`src/sv/serial_response_deframer_macros.svh`:
```
// Assertion macros for the serial response deframer.
// Used by the top level; expects a clock named clk and a reset named rst.
`ifndef SERIAL_RESPONSE_DEFRAMER_MACROS_SVH
`define SERIAL_RESPONSE_DEFRAMER_MACROS_SVH

// Same-cycle implication, masked during reset.
`define SRD_ASSERT_IMP(lbl, ante, cons, msg) \
  lbl: assert property (@(posedge clk) disable iff (rst) (ante) |-> (cons)) \
    else $error(msg);

// Next-cycle implication, masked during reset.
`define SRD_ASSERT_NEXT(lbl, ante, cons, msg) \
  lbl: assert property (@(posedge clk) disable iff (rst) (ante) |=> (cons)) \
    else $error(msg);

`endif

```
`src/sv/srd_pkg.sv`:
```
// Shared types and constants for the serial response deframer.
// No dependencies; imported by every module of the block.
package srd_pkg;

  localparam logic [7:0] SYNC_FIRST_RESET  = 8'd170;
  localparam logic [7:0] SYNC_SECOND_RESET = 8'd85;

  typedef enum logic {
    REG_SYNC_FIRST  = 1'b0,
    REG_SYNC_SECOND = 1'b1
  } reg_index_t;

  typedef enum logic [1:0] {
    KIND_DATA     = 2'd0,
    KIND_OK       = 2'd1,
    KIND_BADHDR   = 2'd2,
    KIND_MISMATCH = 2'd3
  } kind_t;

  typedef enum logic [2:0] {
    PH_HEADER  = 3'b001,
    PH_PAYLOAD = 3'b010,
    PH_CHECK   = 3'b100
  } phase_t;

  typedef struct packed {
    kind_t      kind;
    logic [7:0] data_byte;
    logic [7:0] byte_index;
    logic [7:0] resp_code;
    logic [7:0] frame_len;
    logic       last;
  } result_t;

endpackage

```
`src/sv/srd_parser.sv`:
```
// Frame parser: header/payload/checksum state and per-byte result decode.
// Depends on srd_pkg. State advances on each accepted byte.
module srd_parser (
  input  logic            clk,
  input  logic            rst,
  input  logic [7:0]      sync_first,
  input  logic [7:0]      sync_second,
  input  logic            in_fire,
  input  logic [7:0]      rx_byte,
  output logic            res_valid,
  output srd_pkg::result_t res
);
  import srd_pkg::*;

  phase_t     phase, phase_next;
  logic [1:0] header_count, header_count_next;
  logic       header_bad, header_bad_next;
  logic [7:0] code_reg, code_reg_next;
  logic [7:0] len_reg, len_reg_next;
  logic [7:0] running_xor, running_xor_next;
  logic [7:0] payload_count, payload_count_next;
  logic [7:0] count_inc;

  assign count_inc = payload_count + 8'd1;

  always_comb begin
    phase_next         = phase;
    header_count_next  = header_count;
    header_bad_next    = header_bad;
    code_reg_next      = code_reg;
    len_reg_next       = len_reg;
    running_xor_next   = running_xor;
    payload_count_next = payload_count;
    res_valid          = 1'b0;
    res.kind           = KIND_DATA;
    res.data_byte      = 8'd0;
    res.byte_index     = 8'd0;
    res.resp_code      = code_reg;
    res.frame_len      = len_reg;
    res.last           = 1'b0;

    case (phase)
      PH_PAYLOAD: begin
        res_valid          = 1'b1;
        res.data_byte      = rx_byte;
        res.byte_index     = payload_count;
        running_xor_next   = running_xor ^ rx_byte;
        payload_count_next = count_inc;
        if (count_inc == len_reg) begin
          phase_next = PH_CHECK;
        end
      end
      PH_CHECK: begin
        res_valid          = 1'b1;
        res.kind           = (running_xor == rx_byte) ? KIND_OK : KIND_MISMATCH;
        res.last           = 1'b1;
        phase_next         = PH_HEADER;
        header_count_next  = 2'd0;
        header_bad_next    = 1'b0;
        running_xor_next   = 8'd0;
        payload_count_next = 8'd0;
      end
      default: begin
        // header phase; the unused phase codes land here too
        case (header_count)
          2'd0: begin
            header_bad_next   = (rx_byte != sync_first);
            header_count_next = 2'd1;
            phase_next        = PH_HEADER;
          end
          2'd1: begin
            if (rx_byte != sync_second) begin
              header_bad_next = 1'b1;
            end
            header_count_next = 2'd2;
          end
          2'd2: begin
            code_reg_next     = rx_byte;
            header_count_next = 2'd3;
          end
          default: begin
            len_reg_next = rx_byte;
            if (header_bad) begin
              res_valid          = 1'b1;
              res.kind           = KIND_BADHDR;
              res.frame_len      = rx_byte;
              res.last           = 1'b1;
              phase_next         = PH_HEADER;
              header_count_next  = 2'd0;
              header_bad_next    = 1'b0;
              running_xor_next   = 8'd0;
              payload_count_next = 8'd0;
            end else begin
              running_xor_next   = code_reg ^ rx_byte;
              payload_count_next = 8'd0;
              header_count_next  = 2'd0;
              phase_next         = (rx_byte == 8'd0) ? PH_CHECK : PH_PAYLOAD;
            end
          end
        endcase
      end
    endcase
  end

  always_ff @(posedge clk) begin
    if (rst) begin
      phase         <= PH_HEADER;
      header_count  <= 2'd0;
      header_bad    <= 1'b0;
      code_reg      <= 8'd0;
      len_reg       <= 8'd0;
      running_xor   <= 8'd0;
      payload_count <= 8'd0;
    end else if (in_fire) begin
      phase         <= phase_next;
      header_count  <= header_count_next;
      header_bad    <= header_bad_next;
      code_reg      <= code_reg_next;
      len_reg       <= len_reg_next;
      running_xor   <= running_xor_next;
      payload_count <= payload_count_next;
    end
  end

endmodule

```
`src/sv/srd_out_buf.sv`:
```
// Two-entry result buffer: output register plus skid entry.
// Depends on srd_pkg for the result item type.
module srd_out_buf (
  input  logic            clk,
  input  logic            rst,
  input  logic            push,
  input  srd_pkg::result_t din,
  output logic            has_room,
  output logic            out_valid,
  input  logic            out_ready,
  output srd_pkg::result_t dout
);
  import srd_pkg::*;

  result_t    ent0, ent1;
  logic [1:0] count, count_next;
  logic       pop;

  assign out_valid = (count != 2'd0);
  assign has_room  = (count != 2'd2);
  assign pop       = out_valid && out_ready;
  assign dout      = ent0;

  always_comb begin
    count_next = count;
    if (push && !pop) begin
      count_next = count + 2'd1;
    end else if (pop && !push) begin
      count_next = count - 2'd1;
    end
  end

  always_ff @(posedge clk) begin
    if (rst) begin
      count <= 2'd0;
    end else begin
      count <= count_next;
    end
  end

  // payload entries carry no reset
  always_ff @(posedge clk) begin
    if (push && ((count == 2'd0) || ((count == 2'd1) && pop))) begin
      ent0 <= din;
    end else if (pop && (count == 2'd2)) begin
      ent0 <= ent1;
    end
    if (push && (count == 2'd1) && !pop) begin
      ent1 <= din;
    end
  end

endmodule

```
`src/sv/serial_response_deframer.sv`:
```
// Serial response deframer, top level.
// Depends on srd_pkg, srd_parser, srd_out_buf and the assertion macro header.
//
// Input: one received byte per item on in_valid/in_ready/rx_byte.
// Frames are sync, sync, code, length, payload bytes, XOR checksum.
// Output: at most one item per input byte on out_valid/out_ready:
// each payload byte with its index, a bad-header status on the fourth
// header byte when a sync byte mismatched, and ok/mismatch on the checksum.
// Each result is registered in the result buffer before it is output.
// Throughput: one byte per cycle while the buffer has room; the per-byte
// decode is a compare and an XOR between input port and result buffer.
// Stall: results sit in a two-entry buffer; in_ready drops only when both
// entries are full, so one stalled result does not block the input.
// Reset: rst (synchronous) clears the parser to the header phase, empties
// the buffer and loads the sync registers with 0xAA and 0x55.
// Config: cfg_we writes cfg_data into the register at cfg_index; write only
// while the block is idle.
module serial_response_deframer (
  input  logic       clk,
  input  logic       rst,
  input  logic       in_valid,
  output logic       in_ready,
  input  logic [7:0] rx_byte,
  output logic       out_valid,
  input  logic       out_ready,
  output logic [1:0] kind,
  output logic [7:0] data_byte,
  output logic [7:0] byte_index,
  output logic [7:0] resp_code,
  output logic [7:0] frame_len,
  output logic       last,
  input  logic       cfg_we,
  input  logic       cfg_index,
  input  logic [7:0] cfg_data
);
  import srd_pkg::*;

  `include "serial_response_deframer_macros.svh"

  logic [7:0] sync_first, sync_second;
  logic       in_fire;
  logic       res_valid;
  result_t    res, out_item;

  always_ff @(posedge clk) begin
    if (rst) begin
      sync_first  <= SYNC_FIRST_RESET;
      sync_second <= SYNC_SECOND_RESET;
    end else if (cfg_we) begin
      case (reg_index_t'(cfg_index))
        REG_SYNC_FIRST:  sync_first  <= cfg_data;
        REG_SYNC_SECOND: sync_second <= cfg_data;
        default: ;
      endcase
    end
  end

  assign in_fire = in_valid && in_ready;

  srd_parser u_parser (
    .clk        (clk),
    .rst        (rst),
    .sync_first (sync_first),
    .sync_second(sync_second),
    .in_fire    (in_fire),
    .rx_byte    (rx_byte),
    .res_valid  (res_valid),
    .res        (res)
  );

  srd_out_buf u_out_buf (
    .clk      (clk),
    .rst      (rst),
    .push     (in_fire && res_valid),
    .din      (res),
    .has_room (in_ready),
    .out_valid(out_valid),
    .out_ready(out_ready),
    .dout     (out_item)
  );

  assign kind       = out_item.kind;
  assign data_byte  = out_item.data_byte;
  assign byte_index = out_item.byte_index;
  assign resp_code  = out_item.resp_code;
  assign frame_len  = out_item.frame_len;
  assign last       = out_item.last;

  `SRD_ASSERT_IMP(a_status_ends_frame, out_valid && (out_item.kind != KIND_DATA), out_item.last, "status item without last")
  `SRD_ASSERT_IMP(a_status_zero_fields, out_valid && out_item.last, (out_item.data_byte == 8'd0) && (out_item.byte_index == 8'd0), "status item carries payload fields")
  `SRD_ASSERT_IMP(a_full_has_output, !in_ready, out_valid, "input blocked with empty buffer")
  `SRD_ASSERT_NEXT(a_result_lands, in_fire && res_valid, out_valid, "accepted result not buffered")

endmodule
```
`config.mk`:
```
export PLATFORM = sky130hd
export DESIGN_NAME = serial_response_deframer
export DESIGN_NICKNAME = d
export VERILOG_FILES = /design/src/sv/srd_pkg.sv /design/src/sv/srd_parser.sv /design/src/sv/srd_out_buf.sv /design/src/sv/serial_response_deframer.sv
export VERILOG_INCLUDE_DIRS = /design/src /design/src/sv
export SDC_FILE = /design/constraint.sdc
export NUM_CORES = 1
export LEC_CHECK = 0
export ABC_AREA = 1
export BUFFER_PORTS_ARGS = -buffer_cell sky130_fd_sc_hd__buf_4
export CAP_MARGIN = 20
export CORE_ASPECT_RATIO = 0.5
export CORE_MARGIN = 5
export CORE_UTILIZATION = 40
export CTS_BUF_LIST = sky130_fd_sc_hd__clkbuf_16
export DETAILED_ROUTE_END_ITERATION = 8
export PLACE_DENSITY = 0.63
export SLEW_MARGIN = 0
export SYNTH_ARGS = -nofsm -noshare
export SYNTH_HDL_FRONTEND = slang
export SYNTH_SLANG_ARGS = --single-unit
```
`constraint.sdc`:
```
create_clock -name clk -period 5.5 [get_ports clk]
set_input_delay 1.1 -clock clk [delete_from_list [all_inputs] [get_ports clk]]
set_output_delay 1.1 -clock clk [all_outputs]
set_load 0.02 [all_outputs]
```
[Word-level counts from Yosys, hierarchy flattened]
Index checks and enable logic that the tools add are counted.
Storage, ports and cells
  bits in registers: 126
  input bits: 22
  output and inout bits: 37
  logic and storage cells: 108
Cells by class
  add/subtract/negate cells: 3
  equality and inequality tests: 16
  multiplexer cells: 31
  bitwise operators: 6
  reductions and logical operators: 30
Operators with widths (count)
  2-to-1 mux 35 bit: 2
  2-to-1 mux 8 bit: 4
  one-hot mux 8 bit (2 select lines): 2
  2-to-1 mux 9 bit: 2
  == test 8 bit: 2
  2-to-1 mux 16 bit: 1
  != test 8 bit: 2
  bitwise XOR 8 bit: 2
  one-hot mux 3 bit (2 select lines): 2
  logical AND 1 bit: 10
  2-to-1 mux 2 bit: 5
  2-to-1 mux 3 bit: 3
  != test 3 x 1 -> 1 bit (second input constant): 3
  AND reduction 3 bit: 3
  adder 8 x 1 -> 8 bit (second input constant): 1
  zero test 8 bit: 1
  one-hot mux 2 bit (2 select lines): 2
  AND reduction 2 bit: 4
  one-hot mux 2 bit (3 select lines): 1
  nonzero test 2 bit: 3
  == test 2 x 1 -> 1 bit (second input constant): 2
  == test 2 bit (second input constant): 2
  zero test 2 bit: 2
  2-to-1 mux 1 bit: 4
  other kinds (14): 21

[Logic depth before layout (Yosys ltp)]
Gate-level depths: netlist of the first run.
  depth after elaboration: 9
  gate-level depth with buffers: 14
  mapped depth without buffers: 13

[By module]
From an unflattened synthesis of the first run, not the netlist that was laid out.
Second synthesis, totals
  cells, all modules: 692
  area total of the unflattened synthesis: 5929.4 µm²
By module, submodules not included
  srd_out_buf: times used 1, cells an instance 213, area each 2783.9 µm², sequential area each 2142.1 µm²
  srd_parser: times used 1, cells an instance 394, area each 2512.4 µm², sequential area each 760.7 µm²
  serial_response_deframer: times used 1, cells an instance 85, area each 633.1 µm², sequential area each 320.3 µm²

[Least setup slack after synthesis of the first run]
OpenSTA, ideal clock, no wires.
  kind: input port to flip-flop
  start point: input port in_valid
  end point: register u_out_buf.ent0, in the netlist u_out_buf.dout[0], enable pin
  data arrival time: 3.092 ns
  data required time: 5.068 ns
  slack: 1.976 ns
  stages: 10
  path through: nand2_1 inv_1 nand2_2 inv_2 nand2_2 a21oi_4 inv_2 buf_4 buf_6 o21ai_1
Between the ends
  word-level cells in the longest chain between the ends: 4
Ends and longest elaborated chain
  start: declaration: RTL line serial_response_deframer.sv:21  | input logic in_valid,
  logical AND 1 bit: RTL line serial_response_deframer.sv:58  | assign in_fire = in_valid && in_ready;
  logical AND 1 bit: RTL line serial_response_deframer.sv:74  | .push (in_fire && res_valid),
  logical AND 1 bit: RTL line srd_out_buf.sv:43  | if (push && ((count == 2'd0) || ((count == 2'd1) && pop))) begin
  nonzero test 2 bit (no line)
  end signal: assignment: RTL line srd_out_buf.sv:44  | ent0 <= din;
  end signal: assignment: RTL line srd_out_buf.sv:46  | ent0 <= ent1;
  end: declaration: RTL line srd_out_buf.sv:15  | result_t ent0, ent1;
Every way passes these cells.
A chain may end at the register's enable or synchronous reset.

[Final worst setup path of the first run]
  start point: register u_out_buf.count[0]
  end point: register u_out_buf.ent1[19] in the netlist's numbering, enable pin
Between the ends
  word-level cells in the longest chain between the ends: 5
  elaborated cells on any way between the ends: 9
Ends and longest elaborated chain
  start: declaration: RTL line srd_out_buf.sv:16  | logic [1:0] count, count_next;
  start signal: assignment: RTL line srd_out_buf.sv:37  | count <= count_next;
  != test 2 bit: RTL line srd_out_buf.sv:20  | assign has_room = (count != 2'd2);
  logical AND 1 bit: RTL line serial_response_deframer.sv:58
  logical AND 1 bit: RTL line serial_response_deframer.sv:74
  logical AND 1 bit: RTL line srd_out_buf.sv:48  | if (push && (count == 2'd1) && !pop) begin
  logical AND 1 bit *: RTL line srd_out_buf.sv:48
  end signal: assignment: RTL line srd_out_buf.sv:49  | ent1 <= din;
  end: declaration: RTL line srd_out_buf.sv:15
Mark *: on every way between the ends. The rest lies on a longest branch, timed or not.

==> results_dict.tcl, run 1 <==
set metrics [dict create \
    outcome "finished clean" \
    setup_viol 0 \
    powerDensity_mw_per_mm2 363 \
    dp_hpwl_um 9590 \
    cts_root_buf "clkbuf_16" \
    rrSetupSlack_ns 2.53 \
    p_seq_frac 0.416 \
    cp-startpoint "u_out_buf.count[0]" \
    yosys_warnings 0 \
    r2r_start "u_out_buf.count[0]" \
    cp-start-kind "flop" \
    sw_frac_of_total 0.270 \
    async_flop_share 0 \
    htreeDepth 4 \
    drtIter0Drc 331 \
    path_cells "inv_1 -> ha_1 -> inv_1 -> nand2_1 -> inv_1 -> nand2_2 -> inv_2 -> nand2_2 -> inv_1 -> and3_1 -> buf_4" \
    ys_top_cells_by_count "nand2_1, edfxtp_1, nor2_1, dfxtp_1, inv_1" \
    synth-main-ff-cell "edfxtp_1" \
    worst_pin_slew_ns 0.720 \
    synth-seq-cells 126 \
    postCtsSetupBuffers 0 \
    min_period_over_period 0.540 \
    postSynthCellCount 678 \
    synth_edf_count 70 \
    reg2reg_depth 11 \
    synthTopCellsByArea "edfxtp_1, dfxtp_1, nand2_1" \
    grt_pass1_wl_um 22800 \
    grt_max_degree 40 \
    worst_slack_ns 2.53 \
    r2r-end "u_out_buf.ent1[19]" \
    synthToLayoutAreaGrowth_pct 21.3 \
    place.gp.congestion 0.851 \
    crit_arrival_ns 3.06 \
    max_cap_violations 0 \
    detail-route-antenna-nets 0 \
    synth_top_cell_by_area "edfxtp_1" \
    clock_latency_ns 0.41 \
    fin_crit_ns 2.97 \
    cp.required_ns 5.59 \
    first_global_vias 4581 \
    maxSlewHeadroom 0.519 \
    synth.most_common_cell "nand2_1" \
    cts_sinks 126 \
    layout.nets 766 \
    num_io_pins 59 \
    n_fill_cell 1375 \
    routed-via-count 4657 \
    synth_top_area_frac 0.358 \
    cts_buffer_depth 2 \
    final_core_util 0.493 \
    power_frac_clock 0.450 \
    drt-total-wl_um 13800 \
    die_area_mm2 0.0173 \
    hp-class "flop to flop" \
    peakVddDrop_mv 0.146 \
    initial_core_util 0.406 \
    slowest_stage "and3_1" \
    vias_per_cell 4.93 \
    clock_skew_ns 0.00675 \
    finalHoldViolations 0 \
    multi_input_area_mm2 0.00231 \
    rsz0062_at_grt "false" \
    clk_pin_slew_worst_paths_ns 0.06 \
    stdcell_area_mm2 0.00711 \
    cellLeakagePower_nw 2.92 \
    path_max_fanout 21 \
    grt_usage 0.167 \
    synth.distinct_cells 38 \
    worstSetupPathType "flop to flop" \
    remaining_drc_errors 0 \
    row_count 31 \
    drive_above_1_share 0.155 \
    antenna_found_initial 0 \
    tns_ns 0 \
    ys_seq_area_frac 0.550 \
    fmax_ghz 0.337 \
    grt.overflow.total 0 \
    cts_resized 0 \
    core_mm2 0.0144 \
    diodes 0 \
    synth.net_count 710 \
    routedWlPerCell_um 14.6 \
    internal_power_mw 1.88 \
    endpoint_kind "flop" \
    pre_cts_ws_ns 2.08 \
    share_comb_of_total_power 0.135 \
    die_x_um 181 \
    max_stage_delay_ns 0.60 \
    io_buffers 58 \
    slew_viol_final 0 \
    hold_buffers 0 \
    critical-path-top-cell-by-count "inv_1" \
    drt_first_pass_iters 4 \
    p_switching_mw 0.697 \
    numCtsBuffers 17 \
    syn_area_per_cell_um2 8.65 \
    post_dp_cell_area_mm2 0.00645 \
    netlist_area_mm2 0.00586 \
    power_mw 2.58 \
    worstSetupEndpoint "u_out_buf.ent1[19]" \
    cts_tree "yes" \
    regArea_mm2 0.00322 \
    die_h_um 95.6 \
]
==> cell families after synthesis <==
| logic type | count (synthesis) | synth area share |
|---|---|---|
| AND/OR/NAND/NOR | 332 | 0.239 |
| flip-flops | 126 | 0.550 |
| AO/OA/AOI/OAI | 97 | 0.0898 |
| buffers and inverters | 85 | 0.0589 |
| XOR/XNOR | 28 | 0.0418 |
| adder cells (fa/ha/maj) | 10 | 0.0213 |
==> worst max-delay path, delay by kind of cell (launching register included) <==
family / cells / cell delay [ns]
adders and majority gates: 1 / 0.20
DFF: 1 / 0.33
buffers and inverters: 6 / 1.08
and+or+nand+nor: 4 / 1.02
==> metal layers <==
| layer | vias up | wire length (um) | GRT usage |
|---|---|---|---|
| met5 | - | 0 | 0 |
| met4 | 0 | 222 | 0.0605 |
| met3 | 23 | 715 | 0.0389 |
| met2 | 129 | 5940 | 0.261 |
| met1 | 2182 | 6880 | 0.230 |
| li1 | 2323 | - | - |
==> metrics by stage <==
stage	hold WS (ns)	std cells
finish	0.480	945
global route	0.493	945
CTS	0.481	943
detailed placement	0.470	911
global placement	0.457	911
floorplan	0.443	678
==> how the worst min path moves through the flow <==
| stage | end | start | cells after the start | slack, ns |
|---|---|---|---|---|
| finish | sync_second[3] | sync_second[3] | 2 | 0.48 |
| floorplan | sync_first[1] | sync_first[1] | 2 | 0.44 |
| detailed placement | sync_first[3] | sync_first[3] | 2 | 0.47 |
| global route | u_parser.running_xor[7] | u_parser.running_xor[7] | 2 | 0.49 |
| CTS | sync_second[3] | sync_second[3] | 2 | 0.48 |
| global placement | sync_first[7] | sync_first[7] | 2 | 0.46 |
==> area by class of cell <==
type                            instances  share of cell area
Sequential cell                       126               0.453
Tap cell                              198              0.0348
Clock buffer                           17              0.0598
Clock inverter                         15              0.0262
Timing Repair Buffer                   62              0.0700
Inverter                               60              0.0317
Multi-Input combinational cell        467               0.324
==> layout by cell type (no fill, tap or decap), types with 4 or more instances in the layout <==
master / count
nand2_1: 208
edfxtp_1: 70
nor2_1: 61
buf_4: 60
dfxtp_1: 56
inv_1: 55
o21ai_0: 40
a21oi_1: 37
nand3_1: 36
clkbuf_16: 17
xnor2_1: 16
xor2_1: 12
ha_1: 10
inv_2: 6
a22oi_1: 6
inv_6: 5
o22ai_1: 4
or2_2: 4
==> power groups by stage <==
stage | clock network [mW] | registers, mW | logic [mW]
3_3_place_gp | 0 | 1.09 | 0.335
5_1_grt | 1.22 | 1.08 | 0.391
6_report | 1.16 | 1.07 | 0.348
2_1_floorplan | 0 | 1.10 | 0.236
4_1_cts | 1.17 | 1.07 | 0.344
3_5_place_dp | 0 | 1.09 | 0.341
Note: power is estimated with default switching activity, not from simulation.
==> run 2: changes to the inputs <==
--- a/config.mk
+++ b/config.mk
@@ -14,7 +14,7 @@
 export CORE_UTILIZATION = 40
 export CTS_BUF_LIST = sky130_fd_sc_hd__clkbuf_16
 export DETAILED_ROUTE_END_ITERATION = 8
-export PLACE_DENSITY = 0.63
+export PLACE_DENSITY = 0.65
 export SLEW_MARGIN = 0
 export SYNTH_ARGS = -nofsm -noshare
 export SYNTH_HDL_FRONTEND = slang
==> constraint.sdc (replaced) <==
create_clock -name clk -period 2.7 [get_ports clk]
set_input_delay 0.54 -clock clk [delete_from_list [all_inputs] [get_ports clk]]
set_output_delay 0.54 -clock clk [all_outputs]
set_load 0.02 [all_outputs]
==> results_dict.tcl, run 2 (same netlist as run 1, synthesis figures left out) <==
set metrics [dict create \
    die_area_mm2 0.0173 \
    crit_arrival_ns 2.40 \
    cellLeakagePower_nw 2.94 \
    grt_pass1_wl_um 22900 \
    worst_pin_slew_ns 0.735 \
    peakVddDrop_mv 0.396 \
    wl_met3_um 779 \
    n_fill_cell 1363 \
    worst_slack_ns 0.417 \
    core_mm2 0.0144 \
    hp-class "input port to flop" \
    cp.required_ns 2.82 \
    tns_ns 0 \
    regArea_mm2 0.00322 \
    grt_max_degree 39 \
    die_h_um 95.6 \
    r2r_start "u_out_buf.count[0]" \
    clk_pin_slew_worst_paths_ns 0.06 \
    dp_hpwl_um 9840 \
    cts_sinks 126 \
    final_core_util 0.496 \
    wl_met1_um 6860 \
    drive_above_1_share 0.161 \
    cts_buffer_depth 2 \
    grt.overflow.total 0 \
    first_global_vias 4509 \
    final_common_cell "nand2_1" \
    outcome "finished clean" \
    cp_top_family "buffers and inverters" \
    multi_input_area_mm2 0.00231 \
    postCtsSetupBuffers 0 \
    antenna_found_initial 0 \
    setup_viol 0 \
    hold_depth 3 \
    path_cells "inv_1 -> ha_1 -> inv_1 -> nand2_1 -> inv_1 -> nand2_2 -> inv_2 -> nand2_2 -> a21oi_4 -> inv_2 -> o21ai_4 -> buf_16" \
    pre_cts_ws_ns 0.414 \
    critical-path-top-cell-by-count "inv_1" \
    routedWlPerCell_um 14.6 \
    synthToLayoutAreaGrowth_pct 22.1 \
    drt_first_pass_iters 5 \
    htreeDepth 4 \
    grt_usage 0.168 \
    rrSetupSlack_ns 0.42 \
    clock_latency_ns 0.41 \
    highest_layer "met4" \
    powerDensity_mw_per_mm2 739 \
    post_dp_cell_area_mm2 0.00654 \
    row_count 31 \
    hold_end "sync_second[4]" \
    cts_resized 0 \
    r2r-end "u_out_buf.dout[14]" \
    max_stage_delay_ns 0.33 \
    hold-worst-slack_ns 0.344 \
    numCtsBuffers 17 \
    path_buf_inv 6 \
    finalHoldViolations 0 \
    remaining_drc_errors 0 \
    cts_tree "yes" \
    reg2reg_depth 12 \
    io_buffers 58 \
    path_max_fanout 19 \
    max_cap_violations 0 \
    slowest_stage "dfxtp_1" \
    maxSlewHeadroom 0.508 \
    fmax_ghz 0.438 \
    drtIter0Drc 318 \
    worstSetupPathType "flop to flop" \
    num_io_pins 59 \
    clock_skew_ns 0.00772 \
    rsz0062_at_grt "false" \
    diodes 0 \
    endpoint_kind "flop" \
    routed-via-count 4618 \
    hold_buffers 0 \
    wl_met2_um 6050 \
    hp-start "cfg_data[4]" \
    drt-total-wl_um 13900 \
    die_x_um 181 \
    slew_viol_final 0 \
    initial_core_util 0.406 \
    fin_crit_ns 2.28 \
    cp-start-kind "flop" \
    detail-route-antenna-nets 0 \
    cts_root_buf "clkbuf_16" \
    vias_per_cell 4.86 \
    stdcell_area_mm2 0.00716 \
    place.gp.congestion 0.859 \
    min_period_over_period 0.846 \
    final_cell_mix "nand2_1, edfxtp_1, buf_4" \
    layout.nets 771 \
]
-- run 2: cell types whose count changed in the layout (fill, tap and decap cells not counted), sizes merged --
cell,previous run,this run
bufinv,3,4
buf,62,67
inv,67,61
clkinv,3,6
clkinvlp,2,4
-- run 2: per-stage QoR --
stage	std cells	power (mW)
final	950	5.29
after global routing	950	5.53
after CTS	950	5.33
after detailed placement	918	2.93
after global placement	917	2.91
after floorplan	678	2.71
-- run 2: report_power, final --
part | internal [mW] | leakage, nW | total (mW) | switching [mW]
Sequential | 2.12 | 1.07 | 2.18 | 0.0682
Clock | 1.54 | 0.293 | 2.40 | 0.857
Combinational | 0.256 | 1.58 | 0.712 | 0.457
Total | 3.91 | 2.94 | 5.29 | 1.38
-- run 2: cell type report --
class                   count  area share
clock inverters            15      0.0273
inverters                  60      0.0315
flip-flops and latches    126       0.450
clock buffers              17      0.0594
multi-input cells         467       0.322
repair buffers             67      0.0748
well taps                 198      0.0346
-- run 2: tightest hold or removal path: stages --
cell     delay (ns)
buf_4          0.09
nand2_1        0.05
nand3_1        0.05
-- run 2: worst max-delay path by stage --
stage                     slack (ns)  cells past startpoint            endpoint               start
after floorplan                 0.15                     10   u_out_buf.ent1[0]  u_out_buf.count[0]
after global placement          0.45                     11  u_out_buf.dout[32]  u_out_buf.count[0]
after detailed placement        0.41                     12  u_out_buf.dout[31]  u_out_buf.count[0]
after CTS                       0.40                     12   u_out_buf.dout[4]  u_out_buf.count[0]
after global routing            0.20                     12   u_out_buf.dout[4]  u_out_buf.count[0]
final                           0.42                     12  u_out_buf.dout[14]  u_out_buf.count[0]
-- run 2: routing by layer --
layer  GRT usage  vias to the layer above
met2       0.261                      128
met1       0.227                     2122
met5           0                        -
li1            -                     2347
met4      0.0599                        0
met3      0.0473                       21
==> run 3: changes to the inputs <==
--- a/config.mk
+++ b/config.mk
@@ -14,7 +14,7 @@
 export CORE_UTILIZATION = 40
 export CTS_BUF_LIST = sky130_fd_sc_hd__clkbuf_16
 export DETAILED_ROUTE_END_ITERATION = 8
-export PLACE_DENSITY = 0.65
+export PLACE_DENSITY = 0.63
 export SLEW_MARGIN = 0
 export SYNTH_ARGS = -nofsm -noshare
 export SYNTH_HDL_FRONTEND = slang
==> constraint.sdc (replaced) <==
create_clock -name clk -period 2.35 [get_ports clk]
set_input_delay 0.47 -clock clk [delete_from_list [all_inputs] [get_ports clk]]
set_output_delay 0.47 -clock clk [all_outputs]
set_load 0.02 [all_outputs]
==> results_dict.tcl, run 3 (same netlist as run 1, synthesis figures left out) <==
set metrics [dict create \
    r2r-end "u_out_buf.dout[25]" \
    hold_depth 3 \
    cts_tree "yes" \
    die_area_mm2 0.0173 \
    endpoint_kind "flop" \
    final_common_cell "nand2_1" \
    cts_root_buf "clkbuf_16" \
    place.gp.congestion 0.857 \
    layout.nets 775 \
    grt.overflow.total 0 \
    worst_pin_slew_ns 0.514 \
    r2r_start "u_out_buf.count[0]" \
    reg2reg_depth 12 \
    worst_slack_ns 0.240 \
    fin_crit_ns 2.11 \
    first_global_vias 4294 \
    slowest_stage "dfxtp_1" \
    grt_usage 0.166 \
    drive_above_1_share 0.168 \
    rsz0062_at_grt "false" \
    hp-class "input port to flop" \
    postCtsSetupBuffers 0 \
    tns_ns 0 \
    core_mm2 0.0144 \
    die_x_um 181 \
    cp_top_family "buffers and inverters" \
    hold_end "sync_second[0]" \
    stdcell_area_mm2 0.00712 \
    peakVddDrop_mv 0.461 \
    antenna_found_initial 0 \
    critical-path-top-cell-by-count "inv_2" \
    crit_arrival_ns 2.20 \
    hold_buffers 0 \
    num_io_pins 59 \
    io_buffers 58 \
    powerDensity_mw_per_mm2 832 \
    vias_per_cell 4.81 \
    cp-start-kind "flop" \
    pre_cts_ws_ns 0.249 \
    slew_viol_final 0 \
    cts_sinks 126 \
    cp-startpoint "u_out_buf.count[0]" \
    drtIter0Drc 362 \
    routedWlPerCell_um 14.6 \
    grt_pass1_wl_um 22400 \
    n_fill_cell 1361 \
    hold-worst-slack_ns 0.269 \
    min_period_over_period 0.898 \
    outcome "finished clean" \
    cp.depth 12 \
    cts_buffer_depth 2 \
    path_cells "inv_1 -> ha_1 -> inv_2 -> nand2_1 -> inv_1 -> nand2_2 -> inv_2 -> nand2_2 -> a21oi_4 -> inv_2 -> o21ai_4 -> buf_4" \
    die_h_um 95.6 \
    worstSetupPathType "flop to flop" \
    setup_viol 0 \
    maxSlewHeadroom 0.654 \
    rrSetupSlack_ns 0.24 \
    remaining_drc_errors 0 \
    drt_first_pass_iters 5 \
    numCtsBuffers 17 \
    initial_core_util 0.406 \
    cts_resized 0 \
    detail-route-antenna-nets 0 \
    cp.required_ns 2.44 \
    synthToLayoutAreaGrowth_pct 21.5 \
    clk_pin_slew_worst_paths_ns 0.06 \
    htreeDepth 4 \
    drt-total-wl_um 13900 \
    power_mw 5.92 \
    row_count 31 \
    cellLeakagePower_nw 2.94 \
    grt_max_degree 33 \
    routed-via-count 4590 \
    diodes 0 \
    post_dp_cell_area_mm2 0.00654 \
    hp-start "cfg_data[0]" \
    max_stage_delay_ns 0.33 \
    fmax_ghz 0.474 \
    clock_skew_ns 0.0118 \
    dp_hpwl_um 9970 \
    path_max_fanout 18 \
    finalHoldViolations 0 \
    final_cell_mix "nand2_1, buf_4, edfxtp_1" \
    path_buf_inv 6 \
    max_cap_violations 0 \
    clock_latency_ns 0.42 \
]
-- run 3: cell types whose count changed in the layout (fill, tap and decap cells not counted), sizes merged --
cell / previous run / this run
inv: 61 / 65
clkinvlp: 4 / 1
bufinv: 4 / 2
clkinv: 6 / 7
buf: 67 / 71
-- run 3: per-stage QoR --
stage | std cells | utilization
2_1_floorplan | 678 | -
3_3_place_gp | 922 | 0.453
3_5_place_dp | 922 | 0.453
4_1_cts | 954 | 0.494
5_1_grt | 954 | 0.494
6_report | 954 | 0.494
-- run 3: how the worst max path moves through the flow --
stage | endpoint
global route | u_parser.len_reg[3]
detailed placement | u_out_buf.dout[24]
global placement | u_out_buf.dout[24]
CTS | u_out_buf.dout[4]
finish | u_out_buf.dout[25]
floorplan | u_out_buf.dout[0]
-- run 3: area by class of cell --
type	count	area, um2	area share
sequential	126	3220	0.452
multi-input combinational	467	2310	0.324
timing repair buffer	71	533	0.0748
clock buffer	17	425	0.0597
tap	198	248	0.0348
inverter	60	225	0.0316
clock inverter	15	160	0.0225
-- run 3: power breakdown --
group | internal, mW | leakage, nW | switching, mW
combinational | 0.293 | 1.59 | 0.527
clock | 1.57 | 0.286 | 1.02
sequential | 2.43 | 1.07 | 0.0790
-- run 3: metal layers --
layer / wire, um / track usage / vias to the layer above
met5: 0 / 0 / -
met4: 231 / 0.0662 / 0
met3: 735 / 0.0377 / 22
met2: 5860 / 0.244 / 124
met1: 7060 / 0.239 / 2094
li1: - / - / 2350
-- run 3: worst min-delay path: stages --
cell     delay (ns)
buf_4          0.09
nand2_1        0.04
nand3_1        0.05
